[src/rc4_pkg.sv]
package rc4_pkg;

    localparam int BYTE_W     = 8;
    localparam int PERM_DEPTH = 256;
    localparam int KEY_MAX    = 256;
    localparam int KEY_CNT_W  = 9;

    typedef enum logic [3:0] {
        ST_IDLE,
        ST_FILL,
        ST_KS_RD,
        ST_KS_ACC,
        ST_KS_WR_N,
        ST_KS_WR_A,
        ST_PG_RD_I,
        ST_PG_RD_J,
        ST_PG_WR_I,
        ST_PG_FIN,
        ST_PASS
    } ctrl_state_t;

    typedef enum logic [3:0] {
        OP_NONE,
        OP_KEY_IN,
        OP_DATA_IN,
        OP_PASS_IN,
        OP_FILL,
        OP_KS_RD,
        OP_KS_ACC,
        OP_KS_WR_N,
        OP_KS_WR_A,
        OP_PG_RD_I,
        OP_PG_RD_J,
        OP_PG_WR_I,
        OP_PG_FIN,
        OP_PASS_OUT
    } dp_op_t;

    typedef struct packed {
        dp_op_t op;
    } dp_cmd_t;

    typedef struct packed {
        logic keyed;     // a key schedule has completed
        logic n_last;    // sweep counter at its final entry
        logic out_free;  // output register can take a word this cycle
    } dp_stat_t;

endpackage

[src/rc4_stream_cipher_unit.sv]
// RC4 stream cipher. Key bytes (s_tuser = 0) are written one per word into a
// 256-entry key store; the word with s_tlast set starts the key schedule over
// the bytes gathered since the last schedule (bytes beyond 256 are dropped) and
// resets the generator indices. Each data word (s_tuser = 1) returns one word
// on the m_ side: data XOR keystream, or the data unchanged with m_tuser set
// when no key has been scheduled yet. Key words return nothing.
// The final key byte starts a fill of the permutation table followed by
// 256 schedule steps, each a read, an accumulate and two writes. A keyed
// data byte reads S[i], reads S[j], writes S[i] and then writes S[j] and
// the result, since the single read port of the permutation table serves
// the dependent reads of S[i], S[j] and S[S[i]+S[j]] in turn. One word is in
// work at a time; a finished result waits in the output register while the
// next word is accepted.
module rc4_stream_cipher_unit (
    input  logic        aclk,
    input  logic        aresetn,
    input  logic        s_tvalid,
    output logic        s_tready,
    input  logic [15:0] s_tdata,   // [7:0] key_byte, [15:8] data_byte
    input  logic        s_tuser,   // [0] kind: 0 key byte, 1 data byte
    input  logic        s_tlast,   // key_last
    output logic        m_tvalid,
    input  logic        m_tready,
    output logic [7:0]  m_tdata,   // [7:0] out_byte
    output logic        m_tuser    // [0] unkeyed
);
    import rc4_pkg::*;

    dp_cmd_t  cmd;
    dp_stat_t stat;

    // sequencing: key gather, table fill, key schedule, keystream or pass-through per byte
    rc4_ctrl u_ctrl (
        .aclk     (aclk),
        .aresetn  (aresetn),
        .s_tvalid (s_tvalid),
        .s_tready (s_tready),
        .kind     (s_tuser),
        .key_last (s_tlast),
        .stat     (stat),
        .cmd      (cmd)
    );

    // permutation table, key store, indices and output register
    rc4_dp u_dp (
        .aclk      (aclk),
        .aresetn   (aresetn),
        .cmd       (cmd),
        .stat      (stat),
        .key_byte  (s_tdata[7:0]),
        .data_byte (s_tdata[15:8]),
        .m_tvalid  (m_tvalid),
        .m_tready  (m_tready),
        .m_tdata   (m_tdata),
        .m_tuser   (m_tuser)
    );

`ifndef ASSERT_OFF
    // a key word never produces an output word
    a_key_no_out: assert property (@(posedge aclk) disable iff (!aresetn)
        s_tvalid && s_tready && !s_tuser && !m_tvalid |=> !m_tvalid)
        else $error("output word produced by a key word");

    // ciphered words only appear once a key schedule has finished
    a_cipher_keyed: assert property (@(posedge aclk) disable iff (!aresetn)
        m_tvalid && !m_tuser |-> stat.keyed)
        else $error("ciphered word without a scheduled key");

    // a pass-through result is never loaded over a waiting output word
    a_no_overwrite: assert property (@(posedge aclk) disable iff (!aresetn)
        !stat.out_free |-> cmd.op != OP_PASS_OUT)
        else $error("output word overwritten");

    // no input is taken during a schedule write or the first keystream read
    a_busy_stall: assert property (@(posedge aclk) disable iff (!aresetn)
        cmd.op == OP_KS_WR_A || cmd.op == OP_PG_RD_I |-> !s_tready)
        else $error("input accepted while busy");
`endif

endmodule

[src/rc4_dp.sv]
module rc4_dp (
    input  logic                   aclk,
    input  logic                   aresetn,
    input  rc4_pkg::dp_cmd_t       cmd,
    output rc4_pkg::dp_stat_t      stat,
    input  logic [7:0]             key_byte,
    input  logic [7:0]             data_byte,
    output logic                   m_tvalid,
    input  logic                   m_tready,
    output logic [7:0]             m_tdata,
    output logic                   m_tuser
);
    import rc4_pkg::*;

    logic [BYTE_W-1:0] perm_mem [PERM_DEPTH];
    logic [BYTE_W-1:0] key_mem  [PERM_DEPTH];

    logic [KEY_CNT_W-1:0] key_count_reg, key_count_next;
    logic                 keyed_reg, keyed_next;
    logic [7:0]           i_reg, i_next;
    logic [7:0]           j_reg, j_next;
    logic [7:0]           n_reg, n_next;
    logic                 m_tvalid_reg, m_tvalid_next;

    logic [7:0] acc_reg, kidx_reg, si_reg, sj_reg, data_reg;
    logic       hit_i_reg, hit_j_reg;
    logic [7:0] m_tdata_reg;
    logic       m_tuser_reg;

    logic [7:0] pr_data_reg, kr_data_reg;

    logic       pw_en, pr_en, kw_en, kr_en;
    logic [7:0] pw_addr, pw_data, pr_addr;
    logic [7:0] acc_sum, j_sum, t_sum, keystream;
    logic [KEY_CNT_W-1:0] kidx_inc;
    logic       key_room, out_free;

    assign key_room  = (key_count_reg < KEY_CNT_W'(KEY_MAX));
    assign out_free  = !m_tvalid_reg || m_tready;
    assign acc_sum   = acc_reg + pr_data_reg + kr_data_reg;
    assign j_sum     = j_reg + pr_data_reg;
    assign t_sum     = si_reg + pr_data_reg;
    assign kidx_inc  = {1'b0, kidx_reg} + KEY_CNT_W'(1);
    // after the swap S[i] holds sj and S[j] holds si
    assign keystream = hit_j_reg ? si_reg : (hit_i_reg ? sj_reg : pr_data_reg);

    assign stat = '{keyed: keyed_reg, n_last: (n_reg == 8'hFF), out_free: out_free};

    // memory port selection
    always_comb begin
        pw_en   = 1'b0;
        pw_addr = n_reg;
        pw_data = pr_data_reg;
        pr_en   = 1'b0;
        pr_addr = n_reg;
        kw_en   = 1'b0;
        kr_en   = 1'b0;
        unique case (cmd.op)
            OP_KEY_IN: begin
                kw_en = key_room;
            end
            OP_FILL: begin
                pw_en   = 1'b1;
                pw_data = n_reg;
            end
            OP_KS_RD: begin
                pr_en = 1'b1;
                kr_en = 1'b1;
            end
            OP_KS_ACC: begin
                pr_en   = 1'b1;
                pr_addr = acc_sum;
            end
            OP_KS_WR_N: begin
                pw_en = 1'b1;
            end
            OP_KS_WR_A: begin
                pw_en   = 1'b1;
                pw_addr = acc_reg;
                pw_data = si_reg;
            end
            OP_PG_RD_I: begin
                pr_en   = 1'b1;
                pr_addr = i_reg;
            end
            OP_PG_RD_J: begin
                pr_en   = 1'b1;
                pr_addr = j_sum;
            end
            OP_PG_WR_I: begin
                pw_en   = 1'b1;
                pw_addr = i_reg;
                pr_en   = 1'b1;
                pr_addr = t_sum;
            end
            OP_PG_FIN: begin
                pw_en   = 1'b1;
                pw_addr = j_reg;
                pw_data = si_reg;
            end
            default: begin
            end
        endcase
    end

    always_ff @(posedge aclk) begin
        if (pw_en) begin
            perm_mem[pw_addr] <= pw_data;
        end
        if (pr_en) begin
            pr_data_reg <= perm_mem[pr_addr];
        end
        if (kw_en) begin
            key_mem[key_count_reg[7:0]] <= key_byte;
        end
        if (kr_en) begin
            kr_data_reg <= key_mem[kidx_reg];
        end
    end

    // control state
    always_comb begin
        key_count_next = key_count_reg;
        keyed_next     = keyed_reg;
        i_next         = i_reg;
        j_next         = j_reg;
        n_next         = n_reg;
        m_tvalid_next  = m_tvalid_reg && !m_tready;
        unique case (cmd.op)
            OP_KEY_IN: begin
                if (key_room) begin
                    key_count_next = key_count_reg + KEY_CNT_W'(1);
                end
            end
            OP_DATA_IN: begin
                i_next = i_reg + 8'd1;
            end
            OP_FILL: begin
                n_next = n_reg + 8'd1;
            end
            OP_KS_WR_A: begin
                n_next = n_reg + 8'd1;
                if (n_reg == 8'hFF) begin
                    keyed_next     = 1'b1;
                    i_next         = '0;
                    j_next         = '0;
                    key_count_next = '0;
                end
            end
            OP_PG_RD_J: begin
                j_next = j_sum;
            end
            OP_PG_FIN: begin
                if (out_free) begin
                    m_tvalid_next = 1'b1;
                end
            end
            OP_PASS_OUT: begin
                m_tvalid_next = 1'b1;
            end
            default: begin
            end
        endcase
    end

    always_ff @(posedge aclk) begin
        if (!aresetn) begin
            key_count_reg <= '0;
            keyed_reg     <= 1'b0;
            i_reg         <= '0;
            j_reg         <= '0;
            n_reg         <= '0;
            m_tvalid_reg  <= 1'b0;
        end else begin
            key_count_reg <= key_count_next;
            keyed_reg     <= keyed_next;
            i_reg         <= i_next;
            j_reg         <= j_next;
            n_reg         <= n_next;
            m_tvalid_reg  <= m_tvalid_next;
        end
    end

    // payload
    always_ff @(posedge aclk) begin
        unique case (cmd.op)
            OP_DATA_IN, OP_PASS_IN: begin
                data_reg <= data_byte;
            end
            OP_FILL: begin
                acc_reg  <= '0;
                kidx_reg <= '0;
            end
            OP_KS_ACC: begin
                acc_reg <= acc_sum;
                si_reg  <= pr_data_reg;
            end
            OP_KS_WR_A: begin
                kidx_reg <= (kidx_inc == key_count_reg) ? 8'd0 : kidx_inc[7:0];
            end
            OP_PG_RD_J: begin
                si_reg <= pr_data_reg;
            end
            OP_PG_WR_I: begin
                sj_reg    <= pr_data_reg;
                hit_i_reg <= (t_sum == i_reg);
                hit_j_reg <= (t_sum == j_reg);
            end
            OP_PG_FIN: begin
                if (out_free) begin
                    m_tdata_reg <= data_reg ^ keystream;
                    m_tuser_reg <= 1'b0;
                end
            end
            OP_PASS_OUT: begin
                m_tdata_reg <= data_reg;
                m_tuser_reg <= 1'b1;
            end
            default: begin
            end
        endcase
    end

    assign m_tvalid = m_tvalid_reg;
    assign m_tdata  = m_tdata_reg;
    assign m_tuser  = m_tuser_reg;

endmodule

[src/rc4_ctrl.sv]
module rc4_ctrl (
    input  logic               aclk,
    input  logic               aresetn,
    input  logic               s_tvalid,
    output logic               s_tready,
    input  logic               kind,
    input  logic               key_last,
    input  rc4_pkg::dp_stat_t  stat,
    output rc4_pkg::dp_cmd_t   cmd
);
    import rc4_pkg::*;

    ctrl_state_t state_reg, state_next;

    always_ff @(posedge aclk) begin
        if (!aresetn) begin
            state_reg <= ST_IDLE;
        end else begin
            state_reg <= state_next;
        end
    end

    always_comb begin
        state_next = state_reg;
        cmd.op     = OP_NONE;
        s_tready   = 1'b0;
        unique case (state_reg)
            ST_IDLE: begin
                s_tready = 1'b1;
                if (s_tvalid) begin
                    priority if (!kind) begin
                        cmd.op = OP_KEY_IN;
                        if (key_last) begin
                            state_next = ST_FILL;
                        end
                    end else if (stat.keyed) begin
                        cmd.op     = OP_DATA_IN;
                        state_next = ST_PG_RD_I;
                    end else begin
                        cmd.op     = OP_PASS_IN;
                        state_next = ST_PASS;
                    end
                end
            end
            ST_FILL: begin
                cmd.op = OP_FILL;
                if (stat.n_last) begin
                    state_next = ST_KS_RD;
                end
            end
            ST_KS_RD: begin
                cmd.op     = OP_KS_RD;
                state_next = ST_KS_ACC;
            end
            ST_KS_ACC: begin
                cmd.op     = OP_KS_ACC;
                state_next = ST_KS_WR_N;
            end
            ST_KS_WR_N: begin
                cmd.op     = OP_KS_WR_N;
                state_next = ST_KS_WR_A;
            end
            ST_KS_WR_A: begin
                cmd.op     = OP_KS_WR_A;
                state_next = stat.n_last ? ST_IDLE : ST_KS_RD;
            end
            ST_PG_RD_I: begin
                cmd.op     = OP_PG_RD_I;
                state_next = ST_PG_RD_J;
            end
            ST_PG_RD_J: begin
                cmd.op     = OP_PG_RD_J;
                state_next = ST_PG_WR_I;
            end
            ST_PG_WR_I: begin
                cmd.op     = OP_PG_WR_I;
                state_next = ST_PG_FIN;
            end
            ST_PG_FIN: begin
                cmd.op = OP_PG_FIN;
                if (stat.out_free) begin
                    state_next = ST_IDLE;
                end
            end
            ST_PASS: begin
                if (stat.out_free) begin
                    cmd.op     = OP_PASS_OUT;
                    state_next = ST_IDLE;
                end
            end
            default: begin
                state_next = ST_IDLE;
            end
        endcase
    end

endmodule

[config.mk]
export PLATFORM = sky130hd
export DESIGN_NAME = rc4_stream_cipher_unit
export DESIGN_NICKNAME = d
export VERILOG_FILES = /design/src/rc4_pkg.sv /design/src/rc4_stream_cipher_unit.sv /design/src/rc4_dp.sv /design/src/rc4_ctrl.sv
export SDC_FILE = /design/constraint.sdc
export NUM_CORES = 2
export LEC_CHECK = 0
export BUFFER_PORTS_ARGS = -buffer_cell sky130_fd_sc_hd__buf_2
export CELL_PAD_IN_SITES_DETAIL_PLACEMENT = 2
export CELL_PAD_IN_SITES_GLOBAL_PLACEMENT = 2
export CORE_ASPECT_RATIO = 1.75
export CORE_MARGIN = 4
export CORE_UTILIZATION = 38
export CTS_BUF_LIST = sky130_fd_sc_hd__clkbuf_8 sky130_fd_sc_hd__clkbuf_16
export CTS_CLUSTER_DIAMETER = 80
export DETAILED_ROUTE_END_ITERATION = 6
export HOLD_SLACK_MARGIN = 0.1
export PLACE_DENSITY = 0.66
export SLEW_MARGIN = 20
export SYNTH_ARGS = -nofsm -noshare
export SYNTH_HDL_FRONTEND = slang
export SYNTH_HIERARCHICAL = 1
export SYNTH_SLANG_ARGS = --single-unit
export TNS_END_PERCENT = 30
[constraint.sdc]
create_clock -name aclk -period 26.2 [get_ports aclk]
set_clock_uncertainty 0.15 [all_clocks]
set_input_delay 2.62 -clock aclk [delete_from_list [all_inputs] [get_ports aclk]]
set_output_delay 2.62 -clock aclk [all_outputs]
set_load 0.01 [all_outputs]
Yosys cells after proc, flatten, opt, wreduce, memory -nomap -nowiden:

Memories as Yosys holds them, arrays and structs flattened. A register that Yosys moved wholly into a read port is not among the register bits.
Cells that the tools add are included.

* bits in writable memories: 4096
* logic and storage cells: 128
* ROM bits: 0
* flip-flop bits (word level): 90
* output and inout port bits: 11
* input port bits: 22
* latch bits: 0
* memories: 2

Memory list
* u_dp.key_mem: words 256, width 8, rd ports 1, clocked after Yosys merged registers in 1, wr ports 1, line rc4_dp.sv:16 `logic [BYTE_W-1:0] key_mem [PERM_DEPTH];`
* u_dp.perm_mem: words 256, width 8, rd ports 1, clocked after Yosys merged registers in 1, wr ports 1, line rc4_dp.sv:15 `logic [BYTE_W-1:0] perm_mem [PERM_DEPTH];`

* $add $sub $neg: 8
* equality and inequality tests: 34
* div/mod/pow operators: 0
* $lt $le $gt $ge: 1
* reduce and logical (&&, ||, !) cells: 24
* multiply operators: 0
* bitwise gates (word level): 1
* shift-type cells: 0
* mux-type cells: 42

Operator list (count)
* 8-bit case mux with 2 select lines: 6
* 4-bit case mux with 11 select lines: 1
* 8-bit 2-to-1 mux: 5
* 4-bit case mux with 10 select lines: 1
* 4-bit == test, second input constant: 9
* 4-bit 2-to-1 mux: 9
* 8-bit adder: 4
* 4-bit by 3-bit == test with 1-bit output, second input constant: 8
* 8-bit case mux with 4 select lines: 1
* 8-bit case mux with 3 select lines: 1
* 9-bit 2-to-1 mux: 2
* 9-bit case mux with 2 select lines: 1
* 8-bit by 1-bit adder with 8-bit output, second input constant: 2
* 4-bit by 2-bit == test with 1-bit output, second input constant: 4
* 8-bit == test: 2
* 1-bit 2-to-1 mux: 12
* 2-bit nonzero test: 6
* 2-bit OR reduction: 5
* 5-bit OR reduction: 2
* 8-bit by 1-bit adder with 9-bit output, second input constant: 1
* 9-bit by 1-bit adder with 9-bit output, second input constant: 1
* 9-bit == test: 1
* 9-bit less-than comparator, second input constant: 1
* 4-bit by 1-bit == test with 1-bit output, second input constant: 2
* other kinds (14): 23

Logic depth before layout (Yosys ltp):

* word-level depth: 9
* gate-level depth with buffers: 25
* mapped depth without buffers: 17

Hierarchy:

Netlist, hierarchy kept.

Modules (own cells, without submodules)
* rc4_dp: sequential area each 125710.6 um^2, times used 1, cells each 10694, area each 167624.5 um^2
* rc4_ctrl: sequential area each 80.1 um^2, times used 1, cells each 56, area each 406.6 um^2

Worst setup path after synthesis:

Ideal clock, no wire load.

* path kind: input -> register
* start: input port m_tready
* end: memory u_dp.perm_mem[0][7] (data pin)
* data arrival time: 11314 ps
* stages: 13
* slack: 13155 ps
* required time: 24470 ps
* setup time: 1580 ps
* cells stage by stage: nand2b_1 -> buf_4 -> nand2b_1 -> a31oi_1 -> nor2_1 -> a21oi_1 -> buf_2 -> buf_1 -> clkbuf_1 -> nor2_1 -> nor2_1 -> nor2_1 -> a21oi_1

RTL lines
* start, declared: line rc4_stream_cipher_unit.sv:23 `input logic m_tready,`
* end, declared: line rc4_dp.sv:15

==> run metrics <==
fmax=0.0984 GHz; first-pass GRT wire length=846 mm; Top Ports=33; Initial Util=38.2%; initial antenna violation count=19; CP Launch Type=input port; Final Setup Violations=0; Sink Count=4202; total power=0.0228 W; internal power=0.0138 W; DR WL/cell=35.6 um; Worst Tran Pin Value=1270 ps; Power Density=122 mW/mm^2; Worst-path clk slew=60 ps; synthesized area=0.168 mm^2; Sw Ratio=39.7%; placed inst area=0.175 mm^2; Tmin final=10170 ps; post-synth cell types=86; number of global-route vias before repair=109000; CTS tree=done; Rel. slew slack=15.1%; Final Slew Violations=0; CTS buffer count=397; Crit. End Element=flop; unrepaired setup endpoints after global routing=no; crit path max fanout=118; predominant post-synthesis flop cell=edfxtp_1; clock root buffer=clkbuf_16; setup_tns=0 ps; share of layout cells above drive strength 1=11.6%; overall die width=511 um; max-capacitance violation count=0; First-pass DRT Iterations=6; Post-route DRC=0; post-synthesis sequential area ratio=74.9%; Hold Path Class=flop to flop; worst-case clock buffer depth=4; ys async rst share=0%; Worst EP arrival=10670 ps; clock power share=25.1%; htree depth=5; post-CTS sizing=0; Rows=322; Pleak=60.2 nW; Antenna Nets Post-Route=0; Total GRT Usage=25.8%; # nets final=10700; hold_buf cts=0; grt ovf=0; CP required=26710 ps; largest net degree at the start of global routing=186; NetSw=0.00907 W; Worst Path Class, Setup=input port to flop; post-route cell area=0.188 mm^2; EDFF count, synth=4163; vias per cell=5.94; die area=0.453 mm^2; status=finished, final reports clean; worst hold margin=412 ps; Final Hold Viols=0; Final Cycle Share=38.8%; fin cells=16800; Syn-to-layout area delta=11.7%; setup bufs post-CTS=0; syn nets=10800; register bit total from synthesis=4202; number of I/O port buffers=32; Worst-Skew Late Latency=970 ps; Worst VDD drop=0.178 mV; Routed WL=600 mm; DRT iter0 DRCs=8903; Post-DP HPWL=376 mm; placed cell count=16100; Sequential Power Share=37.6%; CORE AREA=0.440 mm^2; vias=100000; Yosys Warn Count=6; combinational share of power=37.4%; syn avg cell area=15.6 um^2; Cells after Synth=10800; Die Height=888 um; GPL Wtd Cong=0.878
## critical path, stage by stage
cell and delay [ps]:
buf_2 200, nand2b_1 300, nand2b_1 120, a31oi_1 180, nor2_1 90, a21oi_4 730
xnor2_1 240, nor2_1 680, o32ai_1 320, nand2_4 390, buf_12 480, buf_4 670
buf_4 560, buf_4 570, mux2i_1 260, a311oi_1 140, o21ai_0 320, a211oi_1 200
or4_1 580, a2111oi_2 380, buf_4 260, a31oi_1 60
## area by class of cell
| cell class | count | area [um^2] |
|---|---|---|
| Tap cell | 5832 | 7300 |
| Fill cell | 42000 | 252000 |
| Multi-Input combinational cell | 5780 | 39400 |
| Sequential cell | 4202 | 126000 |
| Inverter | 31 | 124 |
| Clock inverter | 319 | 2420 |
| Antenna cell | 5 | 12.5 |
| Timing Repair Buffer | 274 | 2460 |
| Clock buffer | 405 | 10100 |
## layer usage
metal  share of wire [%]  routed length (um)  track usage [%]  up-vias
met3                 4.2               24900             2.94     1234
met5               0.029                 174                0        -
met2                  53              318000             47.7     3031
li1                    -                   -                -    41800
met1                  35              208000             27.6    54000
met4                 8.1               48900             17.4       18
## power groups by stage
stage,clock network [W],registers (W),logic (W)
finish,0.00572,0.00857,0.00853
CTS,0.00584,0.00857,0.00852
global placement,0,0.00871,0.00820
floorplan,0,0.00904,0.00451
global route,0.00611,0.00857,0.00884
detailed placement,0,0.00872,0.00848
## worst paths after layout
kind	slack (ps)	start	cells after the start	endpoint
min	410	u_dp/data_reg[7]	1	u_dp/m_tdata[7]
max reg2reg	17450	u_dp/m_tvalid	21	u_dp/pr_data_reg[3]
max	16030	m_tready	22	u_dp/pr_data_reg[3]
min reg2reg	410	u_dp/data_reg[7]	1	u_dp/m_tdata[7]
## cell usage in the layout, fill, tap and decap left out, types with 18 or more instances in the layout
cell type	synthesis	layout
a22oi_1	43	43
ha_1	27	27
a221oi_1	37	36
o221ai_1	227	227
nand2_1	1665	1648
nand4_1	59	59
buf_4	15	209
nor2_2	3	18
and3_1	248	248
a211oi_1	166	166
nor2_1	679	660
a311oi_1	41	41
a32oi_1	69	69
dfxtp_1	39	39
clkbuf_16	0	402
mux4_2	351	351
xor2_1	22	22
a32o_1	36	36
buf_2	236	24
nor3_1	98	93
mux2i_1	520	520
o21ai_0	64	63
clkinv_1	0	92
inv_1	28	110
edfxtp_1	4163	4163
xnor2_1	40	40
bufinv_16	0	33
nand3_1	486	475
nor2b_1	25	24
o22ai_1	157	155
clkinv_2	0	69
a21oi_1	247	238
buf_12	0	28
a31oi_1	246	246
nand2b_1	24	22
## logic make-up (layout without fill, tap and decap cells)
family          count (synthesis)  after routing  share of synthesized area, %
mux                           871            871                          7.80
compound gates               1445           1445                          6.11
flops                        4202           4202                          74.9
fa+ha+maj                      37             37                         0.320
other cells                     0              5                             0
simple gates                 3365           3365                          8.65
buf+inv                       768           1029                          1.93
xor+xnor                       62             62                         0.323
## Yosys cell counts (all sizes together) (12+ instances only)
cell type  count  share of area, %
o21ai         68              0.20
nor3          98              0.29
ha            27              0.20
o22ai        157              0.58
xor2          22              0.11
nor2b         25             0.093
a32oi         70              0.37
nor2         683               1.5
nand2b        24             0.089
a31oi        246              0.92
nand2       1666               3.7
mux2i        520               3.1
inv           31             0.069
mux4         351               4.7
o221ai       227               1.2
buf          375               1.1
nand3        486               1.4
a21oi        248              0.74
xnor2         40              0.21
nand4         59              0.22
a211o         12             0.063
dfxtp         39              0.46
a22oi         43              0.19
a221oi        39              0.21
and2          20             0.074
edfxtp      4163                74
a311oi        41              0.21
clkbuf       362              0.81
a211oi       168              0.76
a32o          36              0.21
and3         248              0.92
## metrics by stage
step                setup WS [ps]  util, %
finish                      16030     42.7
global route                15790     42.7
CTS                         16210     42.6
detailed placement          15220     39.8
global placement            15330     39.8
floorplan                   13160        -
Power figures use the tool's default switching activity.
